[config.mk]
export PLATFORM = sky130hd
export DESIGN_NAME = bfcm_combine
export DESIGN_NICKNAME = d
export VERILOG_FILES = /design/src/bfcm_pkg.sv /design/src/bfcm_combine.sv
export SDC_FILE = /design/constraint.sdc
export NUM_CORES = 1
export LEC_CHECK = 0
export ABC_AREA = 1
export BUFFER_PORTS_ARGS = -buffer_cell sky130_fd_sc_hd__clkbuf_2
export CAP_MARGIN = 10
export CORE_AREA = 5 5 42 44
export DETAILED_ROUTE_END_ITERATION = 6
export DIE_AREA = 0 0 47 49
export GPL_TIMING_DRIVEN = 0
export PLACE_DENSITY = 0.48
export SYNTH_ARGS = -nofsm -noshare
export SYNTH_HDL_FRONTEND = slang
export SYNTH_SLANG_ARGS = --single-unit
[constraint.sdc]
create_clock -name vclk -period 1.73
set_input_delay 0.173 -clock vclk [all_inputs]
set_output_delay 0.173 -clock vclk [all_outputs]
set_load 0.05 [all_outputs]
[src/bfcm_pkg.sv]
package bfcm_pkg;

    // Planes tested, capped by the six plane registers and six mask bits
    localparam int NUM_PLANES  = 6;
    localparam int REG_COUNT   = 6;
    localparam int PLANE_LIMIT = (NUM_PLANES < REG_COUNT) ? NUM_PLANES : REG_COUNT;

    localparam int COORD_W = 16;
    localparam int PROD_W  = 2 * COORD_W;
    // three products and the scaled offset stay below 2^33 in magnitude
    localparam int SUM_W   = PROD_W + 2;
    localparam int D_SHIFT = 14;
    localparam int PLANE_W = 4 * COORD_W;
    localparam int MASK_W  = REG_COUNT;
    localparam int IDX_W   = $clog2(REG_COUNT);

    localparam logic [MASK_W-1:0] LIMIT_MASK = MASK_W'((1 << PLANE_LIMIT) - 1);

    localparam int IN_FIELDS_W = 6 * COORD_W + MASK_W;
    localparam int IN_DATA_W   = ((IN_FIELDS_W + 7) / 8) * 8;
    localparam int OUT_FIELDS_W = 2 + MASK_W;
    localparam int OUT_DATA_W  = ((OUT_FIELDS_W + 7) / 8) * 8;

    typedef logic signed [COORD_W-1:0] coord_t;

    typedef enum logic [1:0] {
        CLASS_OUTSIDE   = 2'd0,
        CLASS_INTERSECT = 2'd1,
        CLASS_INSIDE    = 2'd2
    } box_class_t;

    // per axis: the larger and the smaller of the two given coordinates
    typedef struct packed {
        coord_t [2:0] big;
        coord_t [2:0] little;
    } extent_t;

    // any_pass: the best corner is strictly in front of the plane
    // all_pass: the worst corner is strictly in front of the plane
    typedef struct packed {
        logic any_pass;
        logic all_pass;
    } plane_stat_t;

endpackage

[src/bfcm_combine.sv]
module bfcm_combine
    import bfcm_pkg::*;
(
    input  plane_stat_t [REG_COUNT-1:0] stat,
    input  logic [MASK_W-1:0]           mask_in,
    output box_class_t                  box_class,
    output logic [MASK_W-1:0]           mask_out
);

    // Walk the planes in order; the first unmasked plane with no passing
    // corner ends the walk, so later planes leave the mask alone.
    always_comb
    begin
        logic stopped;
        logic all_in;

        stopped  = 1'b0;
        all_in   = 1'b1;
        mask_out = mask_in;
        for (int p = 0; p < REG_COUNT; p++)
        begin
            if (p < PLANE_LIMIT && !stopped && !mask_in[p])
            begin
                if (!stat[p].any_pass)
                    stopped = 1'b1;
                else if (stat[p].all_pass)
                    mask_out[p] = 1'b1;
                else
                    all_in = 1'b0;
            end
        end
        if (stopped)
            box_class = CLASS_OUTSIDE;
        else if (all_in)
            box_class = CLASS_INSIDE;
        else
            box_class = CLASS_INTERSECT;
    end

endmodule

# --- Word-level counts from Yosys, hierarchy flattened ---
# Cells that the tools add are included.
classes:
  n_mux: 49
  n_reduce_logical: 15
op_table:
  columns: ["operator", "count"]
  rows:
  - ["1-bit 2-to-1 mux", 47]
  - ["1-bit zero test", 10]
  - ["1-bit logical AND", 5]
  - ["2-bit 2-to-1 mux", 2]
totals:
  regBits: 0
  inputBits: 18
  out_inout_bits: 8
  elab_cells: 64

# --- Logic depth before layout (Yosys ltp) ---
# Gate-level depths: netlist of run 1.
depth:
  depth_word: 20
  mapped_depth: 8
  depth_no_buf: 8

# --- Least setup slack after synthesis of run 1 ---
# OpenSTA, ideal clock, no wires.
synth_timing:
  path_type: "input to output"
  start: "in stat[1] (netlist name)"
  end: "out mask_out[0]"
  arrival_ns: 1.334
  t_required_ns: 1.557
  slack_ns: 0.223
  stages: 2
  path_buffers: 0
  path_cell_list: "inv_1 o21ai_0"
synth_between:
  elab_chain_cells: 2
synth_rtl:
  columns: ["item", "line_no", "rtl"]
  rows:
  - ["start, declared", "bfcm_combine.sv:4", "input plane_stat_t [REG_COUNT-1:0] stat,"]
  - ["1-bit 2-to-1 mux", "bfcm_combine.sv:24", "if (!stat[p].any_pass)"]
  - ["1-bit 2-to-1 mux", "bfcm_combine.sv:22", "if (p < PLANE_LIMIT && !stopped && !mask_in[p])"]
  - ["end, declared", "bfcm_combine.sv:7", "output logic [MASK_W-1:0] mask_out"]
# No other way between the ends.

# --- Worst setup path after layout of run 1 ---
layout_timing:
  start: "in mask_in[4]"
  end: "out box_class[1]"
layout_between:
  elab_chain_cells: 8
layout_rtl:
  columns: ["item", "line_no", "rtl"]
  rows:
  - ["start, declared", "bfcm_combine.sv:5", "input logic [MASK_W-1:0] mask_in,"]
  - ["1-bit zero test *", "bfcm_combine.sv:22", null]
  - ["1-bit logical AND *", "bfcm_combine.sv:22", null]
  - ["1-bit 2-to-1 mux", "bfcm_combine.sv:22", null]
  - ["1-bit 2-to-1 mux / 1-bit zero test (equally long branches)", "bfcm_combine.sv:26, bfcm_combine.sv:22", null]
  - ["1-bit 2-to-1 mux / 1-bit logical AND (equally long branches)", "bfcm_combine.sv:24, bfcm_combine.sv:22", null]
  - ["1-bit 2-to-1 mux", "bfcm_combine.sv:22", null]
  - ["2-bit 2-to-1 mux", "bfcm_combine.sv:34", "else if (all_in)"]
  - ["2-bit 2-to-1 mux *", "bfcm_combine.sv:32", "if (stopped)"]
  - ["end, declared", "bfcm_combine.sv:6", "output box_class_t box_class,"]
# Every way passes the cells marked *; elsewhere a longest branch is shown, timed or not.

==> results list, run 1 <==
- After the last flow step, the layout net total stands at 95.
- Setup repair after global routing missed its margin: no
- Once detail routing completed, the nets flagged for antenna violations numbered 0.
- Leakage power of the design: 0.000276 µW
- Most frequently used cell type in the post-synthesis netlist: nand2_1
- Total power density per cell area: 328 mW/mm²
- 0 antenna diodes ended up in the layout.
* Clock buffer cells: 0
- Setup_tns: 0 ps
- Number of DRC markers after the initial detailed-route iteration: 2
- In this design, the critical path's most frequently occurring cell is nand2_1.
- WP data arrival: 1120 ps
* Final wirelength: 682 µm
- For this design, the CTS-stage hold fixing added 0 buffers.
- After technology mapping, the gate count stands at 49.
* Resized cells post-CTS: 0
- Traced cell by cell, the critical path runs through clkbuf_2 > or2_4 > nand2_1 > nand2_1 > nand2_2 > nand2_1 > nor2_1 > clkbuf_2.
* Yosys warns: 0
* I/O pin count: 26
* List of most frequent post-synthesis cells: nand2_1, inv_1, inv_2
- Dividing the detail-routed wire length by the instance count gives 7.49 µm.
- The number of hold violations in the final report is 0.
* Vias in the first global route: 317
- Dividing the detail-routed via count by the number of cells gives 3.87.
- Share of layout cells above drive strength 1: 0.560
* Critical Path Slowest Stage Cell: clkbuf_2
* Die width: 47 µm
* Sequential standard cell area: 0 µm²
- Number of violations of the max-capacitance limit: 0
- Post-synthesis cell type with the largest combined area: nand2_1
- Clock Power Share: 0
- In this run the cell area of the synthesized design comes to 279 µm².
- Compared with the post-synthesis result, the final layout area differs by 53.8%.
- Fill cells: 175
- The worst hold path begins at mask_in[4].
- Switching fraction of total power: 0.669
* Total setup violations reported at the end of the flow: 0
* Result of the run: completed
- Element type at the critical path start: input pin
- Net switching component of the power: 94.3 µW
- Hold EP: mask_out[4]
- The internal power of the cells totals 46.6 µW.
- The final number of max-transition violations was 0.
* Netlist cell types: 21
- Sequential cell count: 0
- Detailed Routing Iterations Pass 1: 3
- Highest achievable clock rate: 0.774 GHz
- Share of synthesized area occupied by flip-flops and latches: 0
- At the worst endpoint, the required time is 1560 ps.
* Fin crit period: 1290 ps
- The setup path with the least slack is of type in2out.
- Critical path buffers and inverters: 2
- Portion of synthesized cell area occupied by the leading cell type: 0.175
- Across the VDD grid, the largest voltage drop is 120 µV.
* Final core utilization: 0.306
- Counting every net in the synthesized netlist gives 67.
* Number of remaining DRC errors: 0
- Rel. slew slack: 0.810
- The share of total power dissipated in combinational logic is 1.000.
- Worst setup EP type: output port
- GPL Wtd Cong: 0.648
* Antenna violations before repair: 0
* Initial core utilization: 0.199
* Wire length of the first global-routing pass: 1110 µm
* Delay of the slowest cell on the worst path: 280 ps
- In this run the worst path has a maximum fanout of 3.
* GR Overflow Total: 0
- Dominant cells by area after synthesis: nand2_1, inv_1, nand2_4, nand3_1, nor2_8
- Average footprint of a synthesized cell: 5.69 µm²
* Depth of the worst hold-timing path: 4
- At the pin with the least slew margin, the transition time is 286 ps.
- Placed wire-length estimate: 666 µm
- All-Layer GR Usage: 0.0582
- Class of the tightest hold or removal check: in2out
- Largest net degree at the start of global routing: 5
- Period utilization: 0.747
- Among cell families on the critical path, the largest total delay comes from simple AND/OR/NAND/NOR gates.
* Std cell rows: 14
* Die Outline Area: 0.00230 mm²
* Sequential share of power: 0
- In this run the vertical extent of the chip is 49 µm.
- In this run the tool buffered the top-level ports with 26 buffer cells.
* Vias after detailed routing: 352
- In this run the standard cell core region covers 0.00140 mm².
- Total setup buffers inserted after CTS: 0
[area by class of cell]
type	instances	area, µm²	area share
multi-input cells	37	234	0.545
repair buffers	26	130	0.303
inverters	12	45.0	0.105
well taps	16	20.0	0.0466
[placed cells by master, fill, tap and decap left out, drive strengths merged]
| cell | n |
|---|---|
| o21ai | 1 |
| nor2 | 4 |
| clkinv | 1 |
| o21bai | 1 |
| nand3b | 1 |
| or2 | 4 |
| nand2 | 17 |
| nand3 | 6 |
| a21oi | 1 |
| clkbuf | 26 |
| inv | 11 |
| nand4 | 2 |
[worst max-delay path by stage]
stage	to	slack, ps	cells after the start	startpoint
5_1_grt	box_class[1]	350	8	mask_in[4]
6_report	box_class[1]	440	8	mask_in[4]
3_3_place_gp	box_class[1]	440	8	mask_in[4]
3_5_place_dp	box_class[1]	420	8	mask_in[4]
2_1_floorplan	mask_out[0]	220	2	stat[1]
4_1_cts	box_class[1]	420	8	mask_in[4]
[per-stage QoR]
stage | hold slack, ps | std cells | setup slack, ps | area (µm²) | total power, µW
final | 756 | 91 | 438 | 429 | 141
after CTS | 763 | 91 | 422 | 429 | 143
after global routing | 792 | 91 | 355 | 429 | 154
after floorplan | 658 | 49 | 223 | 279 | 99.9
after detailed placement | 762 | 91 | 422 | 429 | 143
after global placement | 752 | 91 | 435 | 429 | 142
[power groups by stage]
stage                     logic, µW  clock network [µW]  registers, µW
final                           141                   0              0
after global routing            154                   0              0
after CTS                       143                   0              0
after detailed placement        143                   0              0
after global placement          142                   0              0
after floorplan                99.9                   0              0
[cells by family after synthesis]
logic type      count (synthesis)  synth area share
simple gates                   34             0.762
buf+inv                        12             0.161
compound gates                  3            0.0762
[routing by layer]
metal	vias up	GRT usage	part of all wire
li1	203	-	-
met1	137	0.0870	0.45
met2	12	0.0973	0.47
met3	0	0	0.084
met4	0	0	0
met5	-	0	0
No activity file was read; power rests on OpenSTA's default activity.
==> inputs of run 2 (changes only) <==
==> constraint.sdc (replaced) <==
create_clock -name vclk -period 1.3
set_input_delay 0.13 -clock vclk [all_inputs]
set_output_delay 0.13 -clock vclk [all_outputs]
set_load 0.05 [all_outputs]
==> run 2 against run 1 <==
Against the previous run:
- wire length fell by 1.9%
- final area increased by 1.2%
- count of clock-buffer cells in the layout unchanged
- setup slack worse by 330 ps
- first-iteration DRC count increased by 50%
- sequential cell count did not move
- critical path depth stayed put
- critical path type unchanged
- largest power group unchanged
==> results list, run 2 (synthesis gave the netlist of run 1 again) <==
* Result of the run: completed
- In this run the tool buffered the top-level ports with 26 buffer cells.
- Diodes inserted: 0
- Period utilization: 0.921
- The worst hold path begins at mask_in[4].
- The number of global-route vias before repair was 297.
- The number of antenna violations at the first check in global routing came to 0.
- Dividing total power by cell area gives a power density of 436 mW/mm².
- Most frequent cells in the layout: clkbuf_2, nand2_1, inv_1
* Critical path buffers and inverters: 2
- Post-route worst hold slack: 672 ps
- Using the TritonRoute via totals, the vias-per-cell ratio works out to 3.91.
- WP data arrival: 1070 ps
* GPL Wtd Cong: 0.627
- Wire length of the first global-routing pass: 1200 µm
* Rel. slew slack: 0.812
- Final hold violation count: 0
* DIE HEIGHT: 49 µm
* Logic gate share of total power: 1.000
- The critical path runs through a total of 8 cells.
- Sequential standard cell area: 0 µm²
- For this run, the post-layout net count is 95.
* Number of DRC markers after the initial detailed-route iteration: 3
* Remaining antenna violation count: 0
- The area growth from synthesis to layout is 55.6%.
- Setup repair after global routing missed its margin: no
- CP top delay family: simple AND/OR/NAND/NOR gates
- Clock Power Share: 0
* GR Overflow Total: 0
- All-Layer GR Usage: 0.0625
* Most frequent cell on the critical path: nand2_1
* Total instance count after detailed placement: 91
* Final wirelength: 669 µm
* Worst setup EP type: output port
* Leading cell type in the layout, fill and taps excluded: clkbuf_2
- Measured along the x axis, the die boundary spans 47 µm.
* Critical-path maximum fanout: 3
* Depth of the worst hold-timing path: 4
- Sequential share of power: 0
- Setup violations remaining at the end of the flow were counted as 0.
* Total setup buffers inserted after CTS: 0
- Initial core utilization: 0.199
- Across the VDD grid, the largest voltage drop is 139 µV.
- Switching fraction of total power: 0.665
- The final number of max-transition violations came to 0.
- Std cell rows: 14
- Placed wire-length estimate: 663 µm
* Final setup margin: 103 ps
* Setup_tns: 0 ps
- Traced cell by cell, the critical path runs through clkbuf_2 > or2_4 > nand2_1 > nand2_1 > nand2_2 > nand2_1 > nor2_2 > clkbuf_2.
- Element type at the critical path start: input pin
- Filler-free cell count of the finished design: 91
- After detailed routing, the number of remaining DRC violations is 0.
- Fill cells: 181
* Fin crit period: 1200 ps
- After detailed placement, the total cell area comes to 432 µm².
- Net switching component of the power: 126 µW
- Die Outline Area: 0.00230 mm²
- Leakage power of the design: 0.000276 µW
* Data required, critical path: 1170 ps
- First element of the critical path: mask_in[4]
- Share of layout cells above drive strength 1: 0.573
- Critical path start-end classification: in2out
- There are 0 flip-flops and latches.
* I/O pin count: 26
* Hold EP: mask_out[4]
- Clock buffer cells: 0
- On the worst path, the slowest cell contributes a delay of 280 ps.
* Number of violations of the max-capacitance limit: 0
- The worst hold path belongs to the class in2out.
- Largest net degree at the start of global routing: 5
- Derived from the worst setup path, the maximum achievable clock frequency is 0.835 GHz.
* Detailed Routing Iterations Pass 1: 4
- Cell internal power was estimated by the tool at 63.5 µW.
- After routing the design area is 434 µm².
- Transition time of the tightest slew-check pin: 283 ps
- Worst setup timing slack at the placement stage: 88.5 ps
- Average detailed-routed wire length per instance: 7.35 µm
* Critical Path Slowest Stage Cell: clkbuf_2
- After floorplanning, the core was sized to cover 0.00140 mm².
- Vias after detailed routing: 356
[run 2: worst min-delay path, stage by stage]
cell and delay [ps]:
clkbuf_2 90, inv_1 50, nand2_1 40, clkbuf_2 230
[run 2: what timing repair did]
item | CTS | global route
endpoints found under the setup margin | 0 | 1
resized for setup | 0 | 2
hold endpoints to repair | 0 | 0
hold buffers | 0 | 0
[run 2: how the worst max path moves through the flow]
stage | endpoint
floorplan | mask_out[3]
global placement | box_class[1]
detailed placement | box_class[1]
CTS | box_class[1]
global route | box_class[1]
finish | box_class[1]
[run 2: layout make-up]
class | instances | area [µm²] | share of cell area
multi-input cells | 37 | 236 | 0.545
repair buffers | 26 | 133 | 0.305
inverters | 12 | 45.0 | 0.104
well taps | 16 | 20.0 | 0.0461
[run 2: metal layers]
layer / track usage / up-vias / wire length (µm)
li1: - / 202 / -
met1: 0.0935 / 142 / 275
met2: 0.0995 / 12 / 327
met3: 0.00738 / 0 / 67
met4: 0 / 0 / 0
met5: 0 / - / 0
[run 2: power by group through the flow]
stage / Combinational (µW) / Clock, µW / Sequential (µW)
after detailed placement: 191 / 0 / 0
after CTS: 192 / 0 / 0
final: 189 / 0 / 0
after global placement: 190 / 0 / 0
after global routing: 209 / 0 / 0
after floorplan: 135 / 0 / 0
[run 2: through the flow]
stage,util,total power (µW)
after floorplan,-,135
after global placement,0.308,190
after detailed placement,0.308,191
after CTS,0.308,192
after global routing,0.310,209
final,0.310,189
==> inputs of run 3 (changes only) <==
--- a/config.mk
+++ b/config.mk
@@ -8,11 +8,13 @@
 export ABC_AREA = 1
 export BUFFER_PORTS_ARGS = -buffer_cell sky130_fd_sc_hd__clkbuf_2
 export CAP_MARGIN = 10
+export CELL_PAD_IN_SITES_DETAIL_PLACEMENT = 1
+export CELL_PAD_IN_SITES_GLOBAL_PLACEMENT = 1
 export CORE_AREA = 5 5 42 44
 export DETAILED_ROUTE_END_ITERATION = 6
 export DIE_AREA = 0 0 47 49
 export GPL_TIMING_DRIVEN = 0
-export PLACE_DENSITY = 0.48
+export PLACE_DENSITY = 0.74
 export SYNTH_ARGS = -nofsm -noshare
 export SYNTH_HDL_FRONTEND = slang
 export SYNTH_SLANG_ARGS = --single-unit
==> run 3 against run 2 <==
Against the previous run:
- setup slack worse by 3.4 ps
- critical endpoint unchanged
- highest routed layer unchanged
- global-route usage is 1.3 points higher
- sequential cell count did not move
- critical path depth unchanged
- largest cell class unchanged
- final area is 0.58% lower
- first-iteration DRC count fell by 100%
==> results list, run 3 (synthesis gave the netlist of run 1 again) <==
- Post-detailed-route via-to-cell ratio: 4.16
- Element type at the critical path start: input pin
- Leakage power of the design: 0.000275 µW
- Final Power: 191 µW
- Share of layout cells above drive strength 1: 0.573
- Detailed Routing Iterations Pass 1: 1
- Number of DRC markers after the initial detailed-route iteration: 0
- Fin crit period: 1200 ps
- Sequential standard cell area: 0 µm²
* Sequential cell count: 0
- Transition time of the tightest slew-check pin: 285 ps
- Std cell rows: 14
- Finished layout cell area: 432 µm²
* Number of violations of the max-capacitance limit: 0
* Clock buffer cells: 0
* Net count reported at finish: 95
- GR Overflow Total: 0
- Result of the run: completed
- Pins over their slew limit: 0
- Initial core utilization: 0.199
- Setup slack on the critical path of the routed design comes to 99.3 ps.
- Average detailed-routed wire length per instance: 9.22 µm
- Total setup violations reported at the end of the flow: 0
* Setup repair after global routing missed its margin: no
* WP data arrival: 1070 ps
- Leading cell type in the layout, fill and taps excluded: clkbuf_2
- Number of remaining DRC errors: 0
- Measured along the y axis, the die boundary spans 49 µm.
* Largest net degree at the start of global routing: 5
* Vias after detailed routing: 379
- In the global route stage, met1 resource usage came out at 0.0935.
- Vias in the first global route: 356
* Worst setup timing slack at the placement stage: 75.3 ps
- Core Region: 0.00140 mm²
* Diodes inserted: 0
* Port Buffer Count: 26
* Die Outline Area: 0.00230 mm²
- GPL Wtd Cong: 0.706
- The number of antenna violations at the first check in global routing is 0.
- Area delta synth->final: 54.7%
- Placed wire-length estimate: 856 µm
* Critical path start-end classification: in2out
* Data required, critical path: 1170 ps
* GR peak layer: met2
- Total power density per cell area: 443 mW/mm²
- During I/O placement, the number of pins put on the boundary was 26.
- The library cells used most frequently in the layout, excluding fill and tap cells, are clkbuf_2, nand2_1, inv_1.
* CTS Hold Buffers Added: 0
* Final wirelength: 839 µm
- For this run, the total global-route usage over all layers was measured as 0.0751.
- Routing usage on met3: 0.00738
* Global Route met2 Usage: 0.140
- The number of gates resized after CTS was 0.
- The path class of the tightest hold or removal check is in2out.
* Rel. slew slack: 0.811
- Critical-path maximum fanout: 3
- The first global-routing pass estimated 1400 µm of wire.
- Fill cells: 201
- In this run the remaining antenna-violating nets after routing total 0.
- Buffers added to address setup during post-CTS repair amount to 0.
- The number of hold violations in the final report was 0.
- Period utilization: 0.924
- Placement Cell Area: 432 µm²
* Worst setup EP type: output port
- Adding up every negative setup slack in the final design gives 0 ps.
- Highest ir drop seen on vdd: 120 µV
- Measured along the x axis, the die boundary spans 47 µm.
- For this run, the top clock speed supported by timing is 0.833 GHz.
-- run 3: cell counts in the layout (fill, tap and decap cells not counted) --
No cell type changed its count.
-- run 3: final timing paths --
check	start	endpoint	slack, ps	cells past startpoint
setup / recovery	mask_in[4]	box_class[1]	100	8
hold / removal	mask_in[4]	mask_out[4]	670	4
-- run 3: worst max-delay path: stages --
cell and delay (ps):
clkbuf_2 90, or2_4 260, nand2_1 70, nand2_1 50
nand2_2 70, nand2_1 60, nor2_2 70, clkbuf_2 270
-- run 3: area by class of cell --
class / count / area [µm²] / area share
inverter: 12 / 45.0 / 0.104
multi-input combinational: 37 / 236 / 0.548
timing repair buffer: 26 / 130 / 0.301
tap: 16 / 20.0 / 0.0464
-- run 3: stage by stage --
step / cells / util / hold WS [ps]
finish: 91 / 0.308 / 672
global route: 91 / 0.308 / 692
CTS: 91 / 0.308 / 682
detailed placement: 91 / 0.308 / 680
global placement: 91 / 0.308 / 669
floorplan: 49 / - / 572
-- run 3: where the power goes --
part | internal, µW | switching, µW | total, µW | leakage, µW
sequential | 0 | 0 | 0 | 0
clock | 0 | 0 | 0 | 0
combinational | 62.7 | 128 | 191 | 0.000275
-- run 3: routing by layer --
metal | wire length, µm | up-vias | share of wire
met5 | 0 | - | 0
li1 | - | 203 | -
met1 | 289 | 166 | 0.34
met4 | 0 | 0 | 0
met2 | 490 | 10 | 0.58
met3 | 59 | 0 | 0.070
